**src/lpc_to_cepstrum_unit_assert.svh**
```systemverilog
// Assertion helpers for the LPC to cepstrum unit.
// They expect signals named clk and arst_n in the scope where they are used.
`ifndef LPC_TO_CEPSTRUM_UNIT_ASSERT_SVH
`define LPC_TO_CEPSTRUM_UNIT_ASSERT_SVH

// The consequent must hold in the same cycle as the antecedent.
`define LCU_ASSERT_SAME(lbl, ante, cons, msg) \
	lbl: assert property (@(posedge clk) disable iff (!arst_n) (ante) |-> (cons)) \
		else $error(msg);

// The consequent must hold in the cycle after the antecedent.
`define LCU_ASSERT_NEXT(lbl, ante, cons, msg) \
	lbl: assert property (@(posedge clk) disable iff (!arst_n) (ante) |=> (cons)) \
		else $error(msg);

`endif

```
**src/lpc_cep_pkg.sv**
```systemverilog
package lpc_cep_pkg;
	localparam int FRAC_BITS = 16;
	localparam int LOG_BITS = 20;
	localparam int CNT_W = 7;
	localparam int IDX_W = 6;
	localparam logic [31:0] LN2_Q32 = 32'd2977044472;
endpackage

```
**src/lpc_cep_log.sv**
```systemverilog
module lpc_cep_log import lpc_cep_pkg::*; #(
	parameter int COEF_WIDTH = 24
) (
	input  logic                  clk,
	input  logic                  arst_n,
	input  logic                  start,
	input  logic [COEF_WIDTH-1:0] x,
	output logic                  done,
	output logic [COEF_WIDTH-1:0] result
);
	typedef enum logic [2:0] {
		L_IDLE, L_NORM, L_SQ_MUL, L_SQ_ADJ, L_SCALE, L_ROUND
	} log_state_t;

	localparam longint SAT_HI = (longint'(1) <<< (COEF_WIDTH - 1)) - 1;
	localparam longint SAT_LO = -SAT_HI - 1;

	log_state_t state_q;
	logic [30:0] mant_q;
	logic [4:0] e_q;
	logic [LOG_BITS-1:0] frac_q;
	logic [4:0] cnt_q;
	logic [61:0] sq_q;
	logic [56:0] sc_q;
	logic neg_q;
	logic done_q;
	logic [COEF_WIDTH-1:0] result_q;

	logic [31:0] sq_top;
	logic [5:0] exp_unb;
	logic [25:0] l2;
	logic [24:0] l2_mag;
	logic [57:0] rnd_sum;
	logic [21:0] r_mag;
	logic signed [22:0] r_val;

	always_comb begin
		sq_top = sq_q[61:30];
		// Unbiased exponent (e - 16) in front of the fraction bits gives log2 in Q.20.
		exp_unb = 6'({1'b0, e_q}) - 6'd16;
		l2 = {exp_unb, frac_q};
		l2_mag = l2[25] ? 25'(-l2) : l2[24:0];
		rnd_sum = {1'b0, sc_q} + (58'd1 << 35);
		r_mag = rnd_sum[57:36];
		r_val = neg_q ? -$signed({1'b0, r_mag}) : $signed({1'b0, r_mag});
	end

	always_ff @(posedge clk or negedge arst_n) begin
		if (!arst_n) begin
			state_q <= L_IDLE;
			done_q <= 1'b0;
		end else begin
			done_q <= (state_q == L_ROUND);
			case (state_q)
				L_IDLE: begin
					if (start) begin
						mant_q <= 31'(x[COEF_WIDTH-2:0]);
						e_q <= 5'd30;
						cnt_q <= '0;
						frac_q <= '0;
						state_q <= L_NORM;
					end
				end
				L_NORM: begin
					// Shift the leading one up to bit 30, one place a cycle.
					if (mant_q[30]) begin
						state_q <= L_SQ_MUL;
					end else begin
						mant_q <= {mant_q[29:0], 1'b0};
						e_q <= e_q - 5'd1;
					end
				end
				L_SQ_MUL: begin
					sq_q <= 62'(mant_q) * 62'(mant_q);
					state_q <= L_SQ_ADJ;
				end
				L_SQ_ADJ: begin
					if (sq_top[31]) begin
						mant_q <= sq_top[31:1];
						frac_q <= {frac_q[LOG_BITS-2:0], 1'b1};
					end else begin
						mant_q <= sq_top[30:0];
						frac_q <= {frac_q[LOG_BITS-2:0], 1'b0};
					end
					cnt_q <= cnt_q + 5'd1;
					state_q <= (cnt_q == 5'(LOG_BITS - 1)) ? L_SCALE : L_SQ_MUL;
				end
				L_SCALE: begin
					neg_q <= l2[25];
					sc_q <= 57'(l2_mag) * 57'(LN2_Q32);
					state_q <= L_ROUND;
				end
				L_ROUND: begin
					if (r_val > SAT_HI) begin
						result_q <= COEF_WIDTH'(SAT_HI);
					end else if (r_val < SAT_LO) begin
						result_q <= COEF_WIDTH'(SAT_LO);
					end else begin
						result_q <= COEF_WIDTH'(r_val);
					end
					state_q <= L_IDLE;
				end
				default: state_q <= L_IDLE;
			endcase
		end
	end

	assign done = done_q;
	assign result = result_q;
endmodule

```
**config.mk**
```make
export PLATFORM = sky130hd
export DESIGN_NAME = lpc_cep_log
export DESIGN_NICKNAME = d
export VERILOG_FILES = /design/src/lpc_to_cepstrum_unit_assert.svh /design/src/lpc_cep_pkg.sv /design/src/lpc_cep_log.sv
export SDC_FILE = /design/constraint.sdc
export NUM_CORES = 2
export LEC_CHECK = 0
export BUFFER_PORTS_ARGS = -buffer_cell sky130_fd_sc_hd__buf_2
export CAP_MARGIN = 10
export CORE_AREA = 2 2 414 375
export CTS_BUF_LIST = sky130_fd_sc_hd__clkbuf_4
export DETAILED_ROUTE_END_ITERATION = 8
export DIE_AREA = 0 0 416 377
export SLEW_MARGIN = 20
export SYNTH_ARGS = -nofsm -noshare
export SYNTH_HDL_FRONTEND = slang
export SYNTH_SLANG_ARGS = --single-unit
```
**constraint.sdc**
```tcl
create_clock -name clk -period 15.6 [get_ports clk]
set_input_delay 0.78 -clock clk [delete_from_list [all_inputs] [get_ports clk]]
set_output_delay 0.78 -clock clk [all_outputs]
set_load 0.05 [all_outputs]
```
; ---- Word level (Yosys, flattened, before mapping)
; Cells that the tools add are included.
[totals]
register_bits = 206
input_bits = 27
output_inout_bits = 25
elab_cells = 61
[classes]
add_sub_neg = 6
multipliers = 2
magnitude_cmp = 2
eq_ne = 9
n_mux = 19
n_reduce_logical = 12
[ops]
columns = operator, n
row1 = 31-bit 2-to-1 mux, 3
row2 = 31-bit case mux with 3 select lines, 1
row3 = 31-bit by 31-bit multiplier with 62-bit output, 1
row4 = "57-bit by 36-bit adder with 58-bit output, second input constant", 1
row5 = "25-bit by 29-bit multiplier with 54-bit output, second input constant", 1
row6 = 20-bit case mux with 2 select lines, 1
row7 = 25-bit 2-to-1 mux, 1
row8 = 25-bit negation, 1
row9 = "23-bit by 24-bit greater-than comparator with 1-bit output, second input constant", 1
row10 = "23-bit by 24-bit less-than comparator with 1-bit output, second input constant", 1
row11 = 24-bit 2-to-1 mux, 1
row12 = 23-bit 2-to-1 mux, 1
row13 = 22-bit negation with 23-bit output, 1
row14 = 20-bit 2-to-1 mux, 1
row15 = 5-bit case mux with 2 select lines, 2
row16 = 5-bit 2-to-1 mux, 3
row17 = 3-bit case mux with 5 select lines, 1
row18 = 3-bit 2-to-1 mux, 3
row19 = 2-bit AND reduction, 4
row20 = 4-bit AND reduction, 2
row21 = "3-bit by 2-bit equality test with 1-bit output, second input constant", 2
row22 = "3-bit equality test, second input constant", 2
row23 = "2-bit inequality test, second input constant", 3
row24 = 3-bit AND reduction, 2
row25 = other kinds (9), 10

; ---- Longest topological paths before layout
[depth]
ltp_word = 5
ltp_mapped = 33
depth_no_buf = 33

; ---- Worst setup path after synthesis
; No wires, ideal clock.
[synth_timing]
kind = reg2reg
startpoint = register frac_q[7]
endpoint = register sc_q[51], data pin
setup_time_ns = 0.139
t_arrival_ns = 8.464
slack_ns = 6.997
stages_incl_launch_ff = 31
n_path_buf = 0
synth_period_minus_slack_ns = 8.603
path_cell_list = edfxtp_1 > or4_1 > or3_1 > nor3_1 > and3b_1 > a31oi_1 > xor2_1 > inv_1 > fa_1 > xor2_1 > ha_1 > xnor2_1 > ha_1 > o21bai_1 > fa_1 > fa_1 > fa_1 > inv_1 > fa_1 > inv_1 > ha_1 > a21o_1 > o21a_1 > a311oi_1 > o21ai_1 > o21ai_2 > nand2b_1 > a31o_1 > a21o_1 > or4_1 > nand4b_1
[synth_via]
elab_chain_cells = 3
[synth_lines]
columns = element, line_no
row1 = start: declaration, lpc_cep_log.sv:21  ; logic [LOG_BITS-1:0] frac_q;
row2 = start signal: assignment, lpc_cep_log.sv:80  ; frac_q <= {frac_q[LOG_BITS-2:0], 1'b1};
row3 = start signal: assignment, lpc_cep_log.sv:83  ; frac_q <= {frac_q[LOG_BITS-2:0], 1'b0};
row4 = 25-bit negation, lpc_cep_log.sv:42  ; l2_mag = l2[25] ? 25'(-l2) : l2[24:0];
row5 = 25-bit 2-to-1 mux (*), lpc_cep_log.sv:42
row6 = 25-bit by 29-bit multiplier with 54-bit output (*), lpc_cep_log.sv:90  ; sc_q <= 57'(l2_mag) * 57'(LN2_Q32);
row7 = end signal: assignment, lpc_cep_log.sv:90
row8 = end: declaration, lpc_cep_log.sv:24  ; logic [56:0] sc_q;
; Mark *: on every way between the ends. The rest lies on a longest branch, timed or not.
; A chain may end at the register's enable or synchronous reset.

; ---- Worst setup path after layout
[layout_timing]
startpoint = register frac_q[0]
endpoint = register sc_q[54], data pin
; The elaborated chain is that of the path after synthesis.

==> metrics.cfg <==
[run_status]
status = completed

[logic_synthesis]
syn_area_per_cell_um2 = 9.660
synth_edf_count = 140
ys_warn_count = 0
netlist_area_mm2 = 0.04552
synth_top_cells_by_area = fa_1 44%, ha_1 15%, inv_1 12%, edfxtp_1 9.2%, nand2_1 2.9%
synth_seq_cells = 144
synth_top_cell_by_area = fa_1
ys.flop_type = edfxtp_1
postSynthCellCount = 4712
yosysSeqAreaShare_pct = 9.456
ys_async_sr_fraction_pct = 2.778
syn-num-nets = 6303
synth.top_cell.area_share_pct = 44.42
synth.distinct_cells = 72

[placed_design]
gp_congestion = 0.9458
place_area_mm2 = 0.04825
port_buffers = 50
dpl.hpwl_mm = 94.87

[sta]
rsz0062_at_grt = no
tns_ps = 0
setup_viol = 0
hold_ws_ps = 429.3
skew_ps = 48.28
slew_viol_final = 0
tightest_slew_ps = 1047
fin_crit_ps = 10160
hold_violations = 0
final_min_period_over_clock_period_pct = 65.10
slew_headroom_pct = 29.70
fmax_ghz = 0.09847

[clocking]
cts_root_buf = clkbuf_4
postCtsResizedCells = 0
post_cts_buffers = 0
path_clk_slew_ps = 170
htree_levels = 4
clkLatencyLatePin_ps = 640
clock-sinks = 144
cts_tree = yes
cts_made_buffers = 17
clock_path_buffers = 2

[layout]
final_cell_mix = 1398 x inv_1, 1010 x fa_1, 554 x ha_1
areaGrowthSynthToFinish_pct = 6.616
final_layout_size_suffix_gt1_share_pct = 3.662
finalInstanceArea_mm2 = 0.04853
fillers = 15680
final_common_cell = inv_1
layout.nets = 6303

[global_route]
grt_use_total_pct = 15.05
grt_pass1_wl_mm = 185.3
grt_max_degree = 49
grt_antenna_before_repair = 8
overflow = 0
grt_pass1_vias = 33370

[route]
routed_via_density = 4.556
drt_first_iter_violations = 1518
num_vias = 30670
drc = 0
ant_nets = 0
first_pass_iters = 5
routedWlPerCell_um = 16.99
wl_mm = 114.3

[critical_path]
max_stage_delay_ps = 770
cp-end-kind = flip-flop
cpMaxStageDelayCell = fa_1
worstPathArrival_ps = 10530
critPathLaunchType = flip-flop
critPathMaxFanout = 14
ff2ff_path_depth = 33
worstSetupPathType = flip-flop to flip-flop
worst_ep_required_time_ps = 15980

[die]
dieArea_mm2 = 0.1568
core.rowCount = 136
die_w_um = 416
fp.dieH_um = 377
start_util_pct = 29.89
ios = 52
coreArea_mm2 = 0.1523

[flow_run]
cap_violations = 0

[worst_hold_path]
hold_path_depth = 3
hold_class = primary input to flip-flop

registers in the layout, summed over array words and instances, names as in the netlist:
| name | count |
|---|---|
| state_q | 3 |
| cnt_q | 5 |
| sc_q | 22 |
| sq_q | 32 |
| neg_q | 1 |
| frac_q | 20 |
| done | 1 |
| mant_q | 31 |
| e_q | 5 |
| result | 24 |
worst max-delay path, delay by kind of cell (launching register included):
kind | cells | cell delay (ps)
XOR/XNOR | 2 | 580
AND/OR/NAND/NOR | 8 | 1630
AO/OA/AOI/OAI | 7 | 2150
adder cells (fa/ha/maj) | 9 | 4090
buffers and inverters | 7 | 1020
flip-flops | 1 | 390
synthesized netlist by cell type, types with 27 or more instances:
library cell and count:
inv_1 1398, fa_1 1010, ha_1 554, nand2_1 356
nor2_1 184, and2_1 158, edfxtp_1 140, clkbuf_1 115
a21oi_1 113, o21ai_0 102, xnor2_1 89, xor2_1 53
a21o_1 44, and3_1 39, mux2i_1 34, a31oi_1 33
nor3_1 29, nand3_1 27
logic make-up (layout without fill, tap and decap cells):
kind of cell / after synthesis / in the layout / synth area share [%]
xor+xnor: 142 / 142 / 2.732
mux: 37 / 37 / 0.8219
fa+ha+maj: 1564 / 1564 / 59.65
other cells: 0 / 5 / 0
simple gates: 898 / 898 / 9.373
buf+inv: 1535 / 1547 / 12.67
flops: 144 / 144 / 9.456
compound gates: 392 / 392 / 5.297
layer usage:
layer	track usage, %	share of wire (%)	vias up
met5	0	0	-
met4	4.233	2.6	0
met3	1.536	4.4	146
met2	25.56	49	650
met1	20.33	44	15740
li1	-	-	14130
metrics by stage:
| step | setup WS (ps) | utilization (%) | cells |
|---|---|---|---|
| 2_1_floorplan | 6997 | - | 4712 |
| 3_3_place_gp | 5719 | 31.68 | 6693 |
| 3_5_place_dp | 5652 | 31.68 | 6693 |
| 4_1_cts | 5573 | 31.85 | 6725 |
| 5_1_grt | 4946 | 31.87 | 6730 |
| 6_report | 5444 | 31.87 | 6730 |
worst paths after layout:
kind	to	startpoint	slack, ps
worst max-delay path	sc_q[54]	frac_q[0]	5440
worst min-delay path	mant_q[15]	x[15]	430
worst max register to register	sc_q[54]	frac_q[0]	5440
worst min register to register	state_q[1]	state_q[2]	570
max in group asynchronous	state_q[2]	arst_n	14730
min in group asynchronous	done	arst_n	680
layout make-up:
type                    count  area, um^2  share of cell area (%)
clock buffers              19       142.6                  0.2939
multi-input cells        3033       35480                   73.11
diodes                      5       12.51                 0.02578
inverters                1407        5281                   10.88
repair buffers            109       695.7                   1.433
flip-flops and latches    144        4304                   8.869
well taps                2001        2504                   5.159
clock inverters            12       111.4                  0.2295
repair_timing:
action                                  CTS  global route
hold buffers                              1             0
endpoints found under the setup margin    0             0
hold endpoints to repair                  4             0
Power is left out: the tool's default activity adds up to more than one toggle a clock period on the data nets, which glitch-free logic cannot reach.
